**config.mk**
```make
export PLATFORM = sky130hd
export DESIGN_NAME = ray_march_circle_occluder
export DESIGN_NICKNAME = d
export VERILOG_FILES = /design/src/rmco_pkg.sv /design/src/ray_march_circle_occluder.sv /design/src/rmco_march.sv /design/src/rmco_geom.sv /design/src/rmco_square.sv
export VERILOG_INCLUDE_DIRS = /design/src /design/src/src
export SDC_FILE = /design/constraint.sdc
export NUM_CORES = 2
export LEC_CHECK = 0
export ABC_AREA = 1
export BUFFER_PORTS_ARGS = -buffer_cell sky130_fd_sc_hd__buf_4
export CAP_MARGIN = 10
export CORE_MARGIN = 3
export CORE_UTILIZATION = 50
export CTS_CLUSTER_DIAMETER = 120
export DETAILED_ROUTE_END_ITERATION = 7
export PLACE_DENSITY = 0.74
export SLEW_MARGIN = 20
export SYNTH_ARGS = -nofsm -noshare
export SYNTH_HDL_FRONTEND = slang
export SYNTH_HIERARCHICAL = 1
export SYNTH_SLANG_ARGS = --single-unit
```
**constraint.sdc**
```tcl
create_clock -name clk -period 14.4 [get_ports clk]
set_input_delay 2.88 -clock clk [delete_from_list [all_inputs] [get_ports clk]]
set_output_delay 2.88 -clock clk [all_outputs]
set_load 0.01 [all_outputs]
```
**src/ray_march_circle_occluder_macros.svh**
```systemverilog
// ----------------------------------------------------------------------------
// Assertion macros for the ray march block
// Each macro wraps one concurrent assertion clocked on clk and disabled in reset.
// ----------------------------------------------------------------------------
`ifndef RAY_MARCH_CIRCLE_OCCLUDER_MACROS_SVH
`define RAY_MARCH_CIRCLE_OCCLUDER_MACROS_SVH

// Consequent checked in the same cycle as the antecedent.
`define RMCO_ASSERT_NOW(label, ante, cons, msg) \
	label: assert property (@(posedge clk) disable iff (!arst_n) (ante) |-> (cons)) \
		else $error(msg);

// Consequent checked in the cycle after the antecedent.
`define RMCO_ASSERT_NEXT(label, ante, cons, msg) \
	label: assert property (@(posedge clk) disable iff (!arst_n) (ante) |=> (cons)) \
		else $error(msg);

`endif

```
**src/rmco_pkg.sv**
```systemverilog
// ----------------------------------------------------------------------------
// rmco_pkg
// Widths, screen limits, pipeline word types and the direction table.
// ----------------------------------------------------------------------------
package rmco_pkg;

	localparam int FRAC_BITS  = 16;
	localparam int POS_W      = 30;
	localparam int DIR_W      = 18;
	localparam int PX_W       = 11;
	localparam int PY_W       = 10;
	localparam int CX_W       = 11;
	localparam int CY_W       = 10;
	localparam int R_W        = 10;
	localparam int ANG_W      = 5;
	localparam int NUM_RAYS   = 20;
	localparam int SCREEN_W   = 1600;
	localparam int SCREEN_H   = 800;
	localparam int CFG_IDX_W  = 2;
	localparam int CFG_DATA_W = 11;

	// Offset magnitude inside the bounding box of the circle, split into a
	// whole pixel part and a fraction part for the squaring.
	localparam int DH_W = R_W;
	localparam int DL_W = FRAC_BITS;
	localparam int D_W  = DH_W + DL_W;
	localparam int SQ_W = 2 * D_W + 1;
	localparam int RSQ_W = 2 * R_W;

	localparam logic [POS_W-1:0] X_LIMIT = POS_W'(SCREEN_W * (2 ** FRAC_BITS));
	localparam logic [POS_W-1:0] Y_LIMIT = POS_W'(SCREEN_H * (2 ** FRAC_BITS));

	localparam logic [ANG_W-1:0] NUM_RAYS_V = ANG_W'(NUM_RAYS);

	localparam logic [CX_W-1:0]  CX_RESET  = CX_W'(1200);
	localparam logic [CY_W-1:0]  CY_RESET  = CY_W'(500);
	localparam logic [R_W-1:0]   R_RESET   = R_W'(160);
	localparam logic [RSQ_W-1:0] RSQ_RESET = RSQ_W'(160 * 160);

	typedef enum logic [CFG_IDX_W-1:0] {
		CFG_CENTER_X = 2'd0,
		CFG_CENTER_Y = 2'd1,
		CFG_RADIUS   = 2'd2
	} cfg_idx_t;

	typedef enum logic {
		REQ_START = 1'b0,
		REQ_STEP  = 1'b1
	} req_type_t;

	typedef logic signed [DIR_W-1:0] dir_t;

	typedef struct packed {
		dir_t cos_v;
		dir_t sin_v;
	} dir_vec_t;

	// Position after the step (or the start position for a start word), two's complement Q13.16.
	typedef struct packed {
		logic             valid;
		logic             step;
		logic [POS_W-1:0] pos_x;
		logic [POS_W-1:0] pos_y;
	} s1_t;

	typedef struct packed {
		logic            valid;
		logic            step;
		logic            off;
		logic            in_box;
		logic [D_W-1:0]  dx;
		logic [D_W-1:0]  dy;
		logic [PX_W-1:0] px;
		logic [PY_W-1:0] py;
	} s2_t;

	typedef struct packed {
		logic                   valid;
		logic                   step;
		logic                   off;
		logic                   in_box;
		logic [2*DH_W-1:0]      hh_x;
		logic [2*DH_W-1:0]      hh_y;
		logic [DH_W+DL_W-1:0]   hl_x;
		logic [DH_W+DL_W-1:0]   hl_y;
		logic [2*DL_W-1:0]      ll_x;
		logic [2*DL_W-1:0]      ll_y;
		logic [PX_W-1:0]        px;
		logic [PY_W-1:0]        py;
	} s3_t;

	// Unit vector of direction i, angle 2*pi*i/NUM_RAYS, Q1.16 rounded.
	function automatic dir_vec_t dir_lookup(input logic [ANG_W-1:0] idx);
		dir_vec_t v;
		case (idx)
			5'd0:  begin v.cos_v =  18'sd65536; v.sin_v =  18'sd0;     end
			5'd1:  begin v.cos_v =  18'sd62328; v.sin_v =  18'sd20252; end
			5'd2:  begin v.cos_v =  18'sd53020; v.sin_v =  18'sd38521; end
			5'd3:  begin v.cos_v =  18'sd38521; v.sin_v =  18'sd53020; end
			5'd4:  begin v.cos_v =  18'sd20252; v.sin_v =  18'sd62328; end
			5'd5:  begin v.cos_v =  18'sd0;     v.sin_v =  18'sd65536; end
			5'd6:  begin v.cos_v = -18'sd20252; v.sin_v =  18'sd62328; end
			5'd7:  begin v.cos_v = -18'sd38521; v.sin_v =  18'sd53020; end
			5'd8:  begin v.cos_v = -18'sd53020; v.sin_v =  18'sd38521; end
			5'd9:  begin v.cos_v = -18'sd62328; v.sin_v =  18'sd20252; end
			5'd10: begin v.cos_v = -18'sd65536; v.sin_v =  18'sd0;     end
			5'd11: begin v.cos_v = -18'sd62328; v.sin_v = -18'sd20252; end
			5'd12: begin v.cos_v = -18'sd53020; v.sin_v = -18'sd38521; end
			5'd13: begin v.cos_v = -18'sd38521; v.sin_v = -18'sd53020; end
			5'd14: begin v.cos_v = -18'sd20252; v.sin_v = -18'sd62328; end
			5'd15: begin v.cos_v =  18'sd0;     v.sin_v = -18'sd65536; end
			5'd16: begin v.cos_v =  18'sd20252; v.sin_v = -18'sd62328; end
			5'd17: begin v.cos_v =  18'sd38521; v.sin_v = -18'sd53020; end
			5'd18: begin v.cos_v =  18'sd53020; v.sin_v = -18'sd38521; end
			5'd19: begin v.cos_v =  18'sd62328; v.sin_v = -18'sd20252; end
			default: begin v.cos_v = 18'sd0; v.sin_v = 18'sd0; end
		endcase
		return v;
	endfunction

endpackage

```
**src/ray_march_circle_occluder.sv**
```systemverilog
// ----------------------------------------------------------------------------
// ray_march_circle_occluder: unit step ray march against one circle
// A step word passes four registers in order (march, geometry, square, result);
// the first loads at the accepting edge.
// Throughput: one word per cycle while rsp_stall is low; each stage holds one word
// and advances whenever the next stage can take it.
// Reset clears the ray and the pipeline; circle registers return to 1200/500/160.
// ----------------------------------------------------------------------------
`include "ray_march_circle_occluder_macros.svh"

module ray_march_circle_occluder (
	input  logic                              clk,
	input  logic                              arst_n,
	input  logic                              cfg_we,
	input  logic [rmco_pkg::CFG_IDX_W-1:0]    cfg_index,
	input  logic [rmco_pkg::CFG_DATA_W-1:0]   cfg_data,
	input  logic                              req_valid,
	output logic                              req_stall,
	input  logic                              req_type,
	input  logic [rmco_pkg::PX_W-1:0]         start_x,
	input  logic [rmco_pkg::PY_W-1:0]         start_y,
	input  logic [rmco_pkg::ANG_W-1:0]        angle_index,
	output logic                              rsp_valid,
	input  logic                              rsp_stall,
	output logic [rmco_pkg::PX_W-1:0]         pixel_x,
	output logic [rmco_pkg::PY_W-1:0]         pixel_y,
	output logic                              hit_occluder,
	output logic                              off_screen,
	output logic                              last
);

	localparam int SQ = rmco_pkg::SQ_W;
	localparam int FB = rmco_pkg::FRAC_BITS;

	logic [rmco_pkg::CX_W-1:0]  cx_q;
	logic [rmco_pkg::CY_W-1:0]  cy_q;
	logic [rmco_pkg::R_W-1:0]   r_q;
	logic [rmco_pkg::RSQ_W-1:0] rsq_q;
	logic                       act_q;

	logic                       valid_s4;
	logic [rmco_pkg::PX_W-1:0]  px_s4;
	logic [rmco_pkg::PY_W-1:0]  py_s4;
	logic                       hit_s4;
	logic                       off_s4;

	rmco_pkg::s1_t s1;
	rmco_pkg::s2_t s2;
	rmco_pkg::s3_t s3;
	logic          take2;
	logic          take3;
	logic          load4;

	logic [SQ-1:0] dist_sq;
	logic [SQ-1:0] lim_sq;
	logic          hit_c;
	logic          last_c;

	// Circle registers; the squared radius is kept alongside for the compare.
	always_ff @(posedge clk or negedge arst_n) begin
		if (!arst_n) begin
			cx_q  <= rmco_pkg::CX_RESET;
			cy_q  <= rmco_pkg::CY_RESET;
			r_q   <= rmco_pkg::R_RESET;
			rsq_q <= rmco_pkg::RSQ_RESET;
		end else if (cfg_we) begin
			unique case (rmco_pkg::cfg_idx_t'(cfg_index))
				rmco_pkg::CFG_CENTER_X: cx_q <= cfg_data[rmco_pkg::CX_W-1:0];
				rmco_pkg::CFG_CENTER_Y: cy_q <= cfg_data[rmco_pkg::CY_W-1:0];
				rmco_pkg::CFG_RADIUS: begin
					r_q   <= cfg_data[rmco_pkg::R_W-1:0];
					rsq_q <= cfg_data[rmco_pkg::R_W-1:0] * cfg_data[rmco_pkg::R_W-1:0];
				end
				default: ;
			endcase
		end
	end

	rmco_march u_march (
		.clk         (clk),
		.arst_n      (arst_n),
		.req_valid   (req_valid),
		.req_stall   (req_stall),
		.req_type    (req_type),
		.start_x     (start_x),
		.start_y     (start_y),
		.angle_index (angle_index),
		.take_next   (take2),
		.s1          (s1)
	);

	rmco_geom u_geom (
		.clk       (clk),
		.arst_n    (arst_n),
		.s1        (s1),
		.take_next (take3),
		.center_x  (cx_q),
		.center_y  (cy_q),
		.radius    (r_q),
		.take      (take2),
		.s2        (s2)
	);

	rmco_square u_square (
		.clk       (clk),
		.arst_n    (arst_n),
		.s2        (s2),
		.take_next (load4),
		.take      (take3),
		.s3        (s3)
	);

	assign load4 = !valid_s4 || !rsp_stall;

	always_comb begin
		dist_sq = ((SQ'(s3.hh_x) + SQ'(s3.hh_y)) << (2 * FB)) +
			((SQ'(s3.hl_x) + SQ'(s3.hl_y)) << (FB + 1)) +
			SQ'(s3.ll_x) + SQ'(s3.ll_y);
		lim_sq = SQ'(rsq_q) << (2 * FB);
		hit_c  = s3.in_box && (dist_sq < lim_sq);
		last_c = hit_c || s3.off;
	end

	// The ray's live flag is kept at the result stage, so steps that follow
	// the end of a ray are dropped here in word order.
	always_ff @(posedge clk or negedge arst_n) begin
		if (!arst_n) begin
			act_q    <= 1'b0;
			valid_s4 <= 1'b0;
		end else if (load4) begin
			valid_s4 <= s3.valid && s3.step && act_q;
			if (s3.valid) begin
				if (!s3.step) begin
					act_q <= 1'b1;
				end else if (act_q && last_c) begin
					act_q <= 1'b0;
				end
			end
		end
	end

	always_ff @(posedge clk) begin
		if (load4 && s3.valid) begin
			px_s4  <= s3.px;
			py_s4  <= s3.py;
			hit_s4 <= hit_c;
			off_s4 <= s3.off;
		end
	end

	assign rsp_valid    = valid_s4;
	assign pixel_x      = px_s4;
	assign pixel_y      = py_s4;
	assign hit_occluder = hit_s4;
	assign off_screen   = off_s4;
	assign last         = hit_s4 || off_s4;

	`RMCO_ASSERT_NOW(a_last_ends_ray, rsp_valid && last, !act_q, "ray still live after its last word")
	`RMCO_ASSERT_NOW(a_on_screen_pixel, rsp_valid && !off_screen, (pixel_x <= rmco_pkg::PX_W'(rmco_pkg::SCREEN_W)) && (pixel_y <= rmco_pkg::PY_W'(rmco_pkg::SCREEN_H)), "on-screen word has pixel beyond screen")
	`RMCO_ASSERT_NEXT(a_start_enters, req_valid && !req_stall && (req_type == rmco_pkg::REQ_START), s1.valid && !s1.step, "accepted start word missing from first stage")

endmodule

```
**src/rmco_march.sv**
```systemverilog
// ----------------------------------------------------------------------------
// rmco_march
// Input stage: holds the ray position and direction, loads both on an accepted
// start word and moves the position one unit step for every accepted step word.
// ----------------------------------------------------------------------------
module rmco_march (
	input  logic                           clk,
	input  logic                           arst_n,
	input  logic                           req_valid,
	output logic                           req_stall,
	input  logic                           req_type,
	input  logic [rmco_pkg::PX_W-1:0]      start_x,
	input  logic [rmco_pkg::PY_W-1:0]      start_y,
	input  logic [rmco_pkg::ANG_W-1:0]     angle_index,
	input  logic                           take_next,
	output rmco_pkg::s1_t                  s1
);

	logic [rmco_pkg::POS_W-1:0] pos_x_q;
	logic [rmco_pkg::POS_W-1:0] pos_y_q;
	logic [rmco_pkg::ANG_W-1:0] dir_idx_q;
	logic                       valid_s1;
	logic                       step_s1;
	logic [rmco_pkg::POS_W-1:0] pos_x_s1;
	logic [rmco_pkg::POS_W-1:0] pos_y_s1;

	logic                       take;
	logic                       accept;
	logic [rmco_pkg::ANG_W-1:0] ang_red;
	rmco_pkg::dir_vec_t         dir;
	logic [rmco_pkg::POS_W-1:0] next_x;
	logic [rmco_pkg::POS_W-1:0] next_y;

	assign take      = !valid_s1 || take_next;
	assign req_stall = !take;
	assign accept    = req_valid && take;

	always_comb begin
		// Direction numbers past the last ray wrap around once.
		ang_red = (angle_index >= rmco_pkg::NUM_RAYS_V) ?
			(angle_index - rmco_pkg::NUM_RAYS_V) : angle_index;
		dir = rmco_pkg::dir_lookup(dir_idx_q);
		if (req_type == rmco_pkg::REQ_STEP) begin
			next_x = pos_x_q + rmco_pkg::POS_W'(dir.cos_v);
			next_y = pos_y_q + rmco_pkg::POS_W'(dir.sin_v);
		end else begin
			next_x = rmco_pkg::POS_W'({start_x, {rmco_pkg::FRAC_BITS{1'b0}}});
			next_y = rmco_pkg::POS_W'({start_y, {rmco_pkg::FRAC_BITS{1'b0}}});
		end
	end

	always_ff @(posedge clk or negedge arst_n) begin
		if (!arst_n) begin
			pos_x_q   <= '0;
			pos_y_q   <= '0;
			dir_idx_q <= '0;
			valid_s1  <= 1'b0;
		end else begin
			if (accept) begin
				pos_x_q <= next_x;
				pos_y_q <= next_y;
				if (req_type == rmco_pkg::REQ_START) begin
					dir_idx_q <= ang_red;
				end
			end
			if (take) begin
				valid_s1 <= accept;
			end
		end
	end

	always_ff @(posedge clk) begin
		if (accept) begin
			step_s1  <= (req_type == rmco_pkg::REQ_STEP);
			pos_x_s1 <= next_x;
			pos_y_s1 <= next_y;
		end
	end

	assign s1.valid = valid_s1;
	assign s1.step  = step_s1;
	assign s1.pos_x = pos_x_s1;
	assign s1.pos_y = pos_y_s1;

endmodule

```
**src/rmco_geom.sv**
```systemverilog
// ----------------------------------------------------------------------------
// rmco_geom
// Screen bounds, pixel coordinates and offsets from the circle center.
// ----------------------------------------------------------------------------
module rmco_geom (
	input  logic                       clk,
	input  logic                       arst_n,
	input  rmco_pkg::s1_t              s1,
	input  logic                       take_next,
	input  logic [rmco_pkg::CX_W-1:0]  center_x,
	input  logic [rmco_pkg::CY_W-1:0]  center_y,
	input  logic [rmco_pkg::R_W-1:0]   radius,
	output logic                       take,
	output rmco_pkg::s2_t              s2
);

	localparam int PW = rmco_pkg::POS_W;
	localparam int FB = rmco_pkg::FRAC_BITS;

	logic                       valid_s2;
	logic                       step_s2;
	logic                       off_s2;
	logic                       in_box_s2;
	logic [rmco_pkg::D_W-1:0]   dx_s2;
	logic [rmco_pkg::D_W-1:0]   dy_s2;
	logic [rmco_pkg::PX_W-1:0]  px_s2;
	logic [rmco_pkg::PY_W-1:0]  py_s2;

	logic [PW:0]                dx_w;
	logic [PW:0]                dy_w;
	logic [PW:0]                dx_abs;
	logic [PW:0]                dy_abs;
	logic [rmco_pkg::D_W-1:0]   lim;
	logic                       off_c;
	logic                       in_box_c;
	logic [rmco_pkg::PX_W-1:0]  px_c;
	logic [rmco_pkg::PY_W-1:0]  py_c;

	assign take = !valid_s2 || take_next;

	always_comb begin
		dx_w = {s1.pos_x[PW-1], s1.pos_x} - (PW+1)'({center_x, {FB{1'b0}}});
		dy_w = {s1.pos_y[PW-1], s1.pos_y} - (PW+1)'({center_y, {FB{1'b0}}});
		dx_abs = dx_w[PW] ? (~dx_w + 1'b1) : dx_w;
		dy_abs = dy_w[PW] ? (~dy_w + 1'b1) : dy_w;
		lim = {radius, {FB{1'b0}}};
		in_box_c = (dx_abs[PW-1:0] < PW'(lim)) && (dy_abs[PW-1:0] < PW'(lim));

		off_c = s1.pos_x[PW-1] || (s1.pos_x > rmco_pkg::X_LIMIT) ||
			s1.pos_y[PW-1] || (s1.pos_y > rmco_pkg::Y_LIMIT);

		// Negative positions read as zero, large ones saturate at the field maximum.
		if (s1.pos_x[PW-1]) begin
			px_c = '0;
		end else if (|s1.pos_x[PW-1:FB+rmco_pkg::PX_W]) begin
			px_c = '1;
		end else begin
			px_c = s1.pos_x[FB+rmco_pkg::PX_W-1:FB];
		end
		if (s1.pos_y[PW-1]) begin
			py_c = '0;
		end else if (|s1.pos_y[PW-1:FB+rmco_pkg::PY_W]) begin
			py_c = '1;
		end else begin
			py_c = s1.pos_y[FB+rmco_pkg::PY_W-1:FB];
		end
	end

	always_ff @(posedge clk or negedge arst_n) begin
		if (!arst_n) begin
			valid_s2 <= 1'b0;
		end else if (take) begin
			valid_s2 <= s1.valid;
		end
	end

	always_ff @(posedge clk) begin
		if (take && s1.valid) begin
			step_s2   <= s1.step;
			off_s2    <= off_c;
			in_box_s2 <= in_box_c;
			dx_s2     <= dx_abs[rmco_pkg::D_W-1:0];
			dy_s2     <= dy_abs[rmco_pkg::D_W-1:0];
			px_s2     <= px_c;
			py_s2     <= py_c;
		end
	end

	assign s2.valid  = valid_s2;
	assign s2.step   = step_s2;
	assign s2.off    = off_s2;
	assign s2.in_box = in_box_s2;
	assign s2.dx     = dx_s2;
	assign s2.dy     = dy_s2;
	assign s2.px     = px_s2;
	assign s2.py     = py_s2;

endmodule

```
**src/rmco_square.sv**
```systemverilog
// ----------------------------------------------------------------------------
// rmco_square
// Partial products of the squared offsets, split at the pixel boundary.
// ----------------------------------------------------------------------------
module rmco_square (
	input  logic          clk,
	input  logic          arst_n,
	input  rmco_pkg::s2_t s2,
	input  logic          take_next,
	output logic          take,
	output rmco_pkg::s3_t s3
);

	localparam int DH = rmco_pkg::DH_W;
	localparam int DL = rmco_pkg::DL_W;

	logic                       valid_s3;
	logic                       step_s3;
	logic                       off_s3;
	logic                       in_box_s3;
	logic [2*DH-1:0]            hh_x_s3;
	logic [2*DH-1:0]            hh_y_s3;
	logic [DH+DL-1:0]           hl_x_s3;
	logic [DH+DL-1:0]           hl_y_s3;
	logic [2*DL-1:0]            ll_x_s3;
	logic [2*DL-1:0]            ll_y_s3;
	logic [rmco_pkg::PX_W-1:0]  px_s3;
	logic [rmco_pkg::PY_W-1:0]  py_s3;

	logic [DH-1:0] dh_x;
	logic [DH-1:0] dh_y;
	logic [DL-1:0] dl_x;
	logic [DL-1:0] dl_y;

	assign take = !valid_s3 || take_next;

	assign dh_x = s2.dx[DH+DL-1:DL];
	assign dl_x = s2.dx[DL-1:0];
	assign dh_y = s2.dy[DH+DL-1:DL];
	assign dl_y = s2.dy[DL-1:0];

	always_ff @(posedge clk or negedge arst_n) begin
		if (!arst_n) begin
			valid_s3 <= 1'b0;
		end else if (take) begin
			valid_s3 <= s2.valid;
		end
	end

	always_ff @(posedge clk) begin
		if (take && s2.valid) begin
			step_s3   <= s2.step;
			off_s3    <= s2.off;
			in_box_s3 <= s2.in_box;
			hh_x_s3   <= dh_x * dh_x;
			hh_y_s3   <= dh_y * dh_y;
			hl_x_s3   <= dh_x * dl_x;
			hl_y_s3   <= dh_y * dl_y;
			ll_x_s3   <= dl_x * dl_x;
			ll_y_s3   <= dl_y * dl_y;
			px_s3     <= s2.px;
			py_s3     <= s2.py;
		end
	end

	assign s3.valid  = valid_s3;
	assign s3.step   = step_s3;
	assign s3.off    = off_s3;
	assign s3.in_box = in_box_s3;
	assign s3.hh_x   = hh_x_s3;
	assign s3.hh_y   = hh_y_s3;
	assign s3.hl_x   = hl_x_s3;
	assign s3.hl_y   = hl_y_s3;
	assign s3.ll_x   = ll_x_s3;
	assign s3.ll_y   = ll_y_s3;
	assign s3.px     = px_s3;
	assign s3.py     = py_s3;

endmodule

```
==> results.md <==
- The total die area is 0.1364 sq mm.
- For this run, the leading register cell type out of synthesis is sky130_fd_sc_hd__edfxtp_1.
- The flip-flop and latch area is 0.01309 sq mm.
- The CTS tree is yes.
- Leaving out fill and tap cells, the most frequent cells in the layout are 2590 x sky130_fd_sc_hd__nand2_1, 2132 x sky130_fd_sc_hd__inv_1, 714 x sky130_fd_sc_hd__ha_1, 703 x sky130_fd_sc_hd__fa_1, 473 x sky130_fd_sc_hd__nor2_1.
- The initial antenna violation count came to 0.
- Leaving out filler cells and counting taps, the final layout contains 10567.
- The period utilization is 49.84%.
- On the final layout, the worst clock skew is 0.04522 ns.
- The setup TNS is 0 ns.
- The multi-input combinational cell area is 0.04393 sq mm.
- The cell with the most instances on the worst path is sky130_fd_sc_hd__fa_1.
- The clock insertion delay at the later pin of the skew report is 0.66 ns.
- Across every metal layer, demand over resource in global routing totals 25.96%.
- At the pin with the least slew margin, the transition time is 1.022 ns.
- The worst setup path is of the in -> reg kind.
- The highest attainable clock frequency is 0.1393 GHz.
- The core region is 0.1303 sq mm.
- The number of antenna-violating nets in the routed design is 0.
- The per-cell routed wire length is 16.51 microns.
- Hold repair after CTS inserted 0 buffers.
- The routed design has 174500 microns of wire.
- The critical-path maximum fanout is 11.
- The number of levels in the clock H-tree is 2.
- The average instance in the mapped netlist occupies 7.485 sq um.
- The first global-routing pass estimated 285200 microns of wire.
- The number of cell instances on the worst register-to-register path is 40.
- The most frequent standard cell in the layout excluding fill and tap cells is sky130_fd_sc_hd__nand2_1.
- For this run, the detailed router's first-pass iteration total came to 6.
- The number of hold-slack violations in the final timing report was 0.
- Broken down by cell family, the worst path's largest delay share belongs to adder cells.
- The initialized floorplan defines 132 standard-cell rows.
- Traced cell by cell, the critical path runs through buf_4, nand2_1, inv_1, fa_1, inv_1, fa_1, inv_1, fa_1, fa_1, fa_1, ha_1, a21oi_1, a21boi_2, o21ai_0, a21oi_1, o21bai_1, nand2_1, nand2_1, a21oi_1, or2_1, nand3_1, o21ai_0.
- The timing startpoint of the critical path is cfg_data[9].
- Detailed placement ended at an HPWL of 140900 microns.
- Measured along the x axis, the die boundary spans 369.4 microns.
- The initial core utilization is 50.66%.
- Counting along the longest clock path gives a buffer depth of 3.
- In the post-route analysis, the smallest setup slack over all paths is 7.223 ns.
- 71 I/O pins were placed.
- Setup repair after global routing left no endpoint under its margin.
- The fill cell total of the finished layout is 12280.
- For this run, design rule violations remaining after detail routing come to 0.
- The vias after detailed routing is 54190.
- The worst max-slew margin expressed relative to the limit is 31.74%.
- The count of state elements after synthesis is 455.
- The required time of the critical path is 14.90 ns.
- The number of antenna diodes in the final layout is 0.
- The via count of the first global-routing pass came to 54900.
- The routability-driven placement congestion ratio is 0.9595.
- The worst hold path passes through 0 cells.
- The tree built by TritonCTS fans out to 455 sinks.
- The violation count after the first detailed-route iteration is 3734.
- The largest net degree at the start of global routing is 81.
- The critical path buffer and inverter count is 4.
- The proportion of register bits with asynchronous set or reset after synthesis is 26.15%.
- The startpoint of the lowest-slack hold path is u_geom/py_s2[7]$_SDFFCE_PP0P_.
- In this run, CTS created clock tree buffers numbering 54.
- The count of buffers inserted at the top-level ports is 70.
- The final max-slew violation count was 0.
- The clock transition at the registers of the reported paths is 0.06 ns.
- The buffer count from post-CTS setup fixing is 0.
- In this run the number of cells on the critical path is 22.
- The die is 369.4 microns tall.
- The tree is rooted in a sky130_fd_sc_hd__clkbuf_16.
- Dividing the detail-routed via count by the number of cells gives 5.128.
- The run finished with clean final reports.
- Yosys printed 6 warnings.
- The post-place setup slack is 6.568 ns.
- The tool flagged a number of max-cap violations equal to 0.
- The final-report setup violation count is 0.
- Sequential cells were found to cover 19.82% of the synthesized design area.
- Cells with a size suffix above 1 make up 4.782% of the layout.
- The path class of the tightest hold or removal check is reg -> reg.
- The placed cell count is 10466.
- The number of flops mapped to enable cells by yosys is 336.
- The netlist uses 69 different library cells.
- The synthesized area is 0.06601 sq mm.
- The sort of element at the start of the critical path is an input port.
- STA puts the critical path data arrival time at 7.67 ns.
- The worst register-to-register path begins at u_square/hl_y_s3[0]$_DFFE_PP_.
- The post-synthesis to final-layout area growth is 6.173%.
- Gates resized during post-CTS repair numbered 0.
- The count of mapped cells out of synthesis is 8819.
- The worst setup path is captured at a flop.
- For this design, the slowest cell found on the critical path is sky130_fd_sc_hd__fa_1.
- After global routing the overflow that remains totals 0.
- The total number of nets in the final design is 10242.
- On the worst path, the slowest cell contributes a delay of 0.58 ns.
- After layout, the minimum clock period comes to 7.177 ns.
[metrics by stage]
stage / utilization [%] / hold WS, ns / area, sq um
CTS: 53.79 / 0.4178 / 70090
floorplan: - / 0.4003 / 66030
finish: 53.79 / 0.4149 / 70090
global placement: 52.37 / 0.4017 / 68240
detailed placement: 52.37 / 0.4045 / 68240
global route: 53.79 / 0.4225 / 70090
[Yosys cell counts (all sizes together) (4+ instances only)]
master,instances,area share [%]
clkbuf,178,1.0
nand4,68,0.64
a21boi,9,0.12
or2,44,0.42
xor2,172,2.3
ha,714,14
o31ai,10,0.11
a31oi,16,0.15
o21ai,196,1.5
inv,2143,12
o21a,5,0.057
dfstp,15,0.60
fa,703,21
nand3,351,2.9
nor2,509,3.1
nand2,2636,15
clkinv,4,0.023
a21oi,303,2.3
o22ai,7,0.066
nor3,37,0.31
buf,51,0.46
a21o,25,0.28
edfxtp,336,15
o21bai,21,0.24
xnor2,72,0.97
dfrtp,104,3.9
and2,32,0.31
o211ai,10,0.11
nand3b,18,0.22
[logic make-up (layout without fill, tap and decap cells)]
logic type / Yosys count / in the layout / share of synthesized area (%)
and+or+nand+nor: 3702 / 3702 / 23.07
muxes: 1 / 1 / 0.01706
AOI/OAI and AO/OA: 623 / 623 / 5.305
xor gates and xnor gates: 244 / 244 / 3.249
other: 1 / 4 / 0.005681
DFF: 455 / 455 / 19.82
buffers and inverters: 2376 / 2379 / 13.68
adders and majority gates: 1417 / 1417 / 34.85
[flip-flops by register name, summed over array words and instances (netlist names), 18 cells and up]
register,cells
rsq_q,18
u_geom/dx_s2,26
u_geom/dy_s2,26
u_march/pos_x_q,30
u_march/pos_x_s1,30
u_march/pos_y_q,30
u_march/pos_y_s1,30
u_square/hh_x_s3,19
u_square/hh_y_s3,19
u_square/hl_x_s3,26
u_square/hl_y_s3,26
u_square/ll_x_s3,31
u_square/ll_y_s3,31
[metal layers]
metal	GRT usage [%]	wire, microns
met5	0	0
met4	8.658	6377
met3	2.896	10060
met2	44.68	83410
met1	34.07	74610
[layout make-up]
cell class,count,area share (%)
Clock buffer,67,2.099
Clock inverter,34,0.5373
Inverter,2147,11.50
Multi-Input combinational cell,5991,62.68
Sequential cell,455,18.67
Tap cell,1742,3.110
Timing Repair Buffer,131,1.408
[final timing paths]
path	end	slack [ns]
min reg2reg	u_square/py_s3[7]$_DFFE_PP_	0.41
max in group asynchronous	u_march/pos_y_q[7]$_DFFE_PN0P_	10.86
min in group asynchronous	u_march/pos_x_q[21]$_DFFE_PN0P_	2.24
max	rsq_q[16]$_DFFE_PN0P_	7.22
min	u_square/py_s3[7]$_DFFE_PP_	0.41
max reg2reg	act_q$_DFFE_PN0P_	7.70
Power is not shown: default switching activity piles up to over one toggle a cycle in this logic, so the estimate is an artifact.
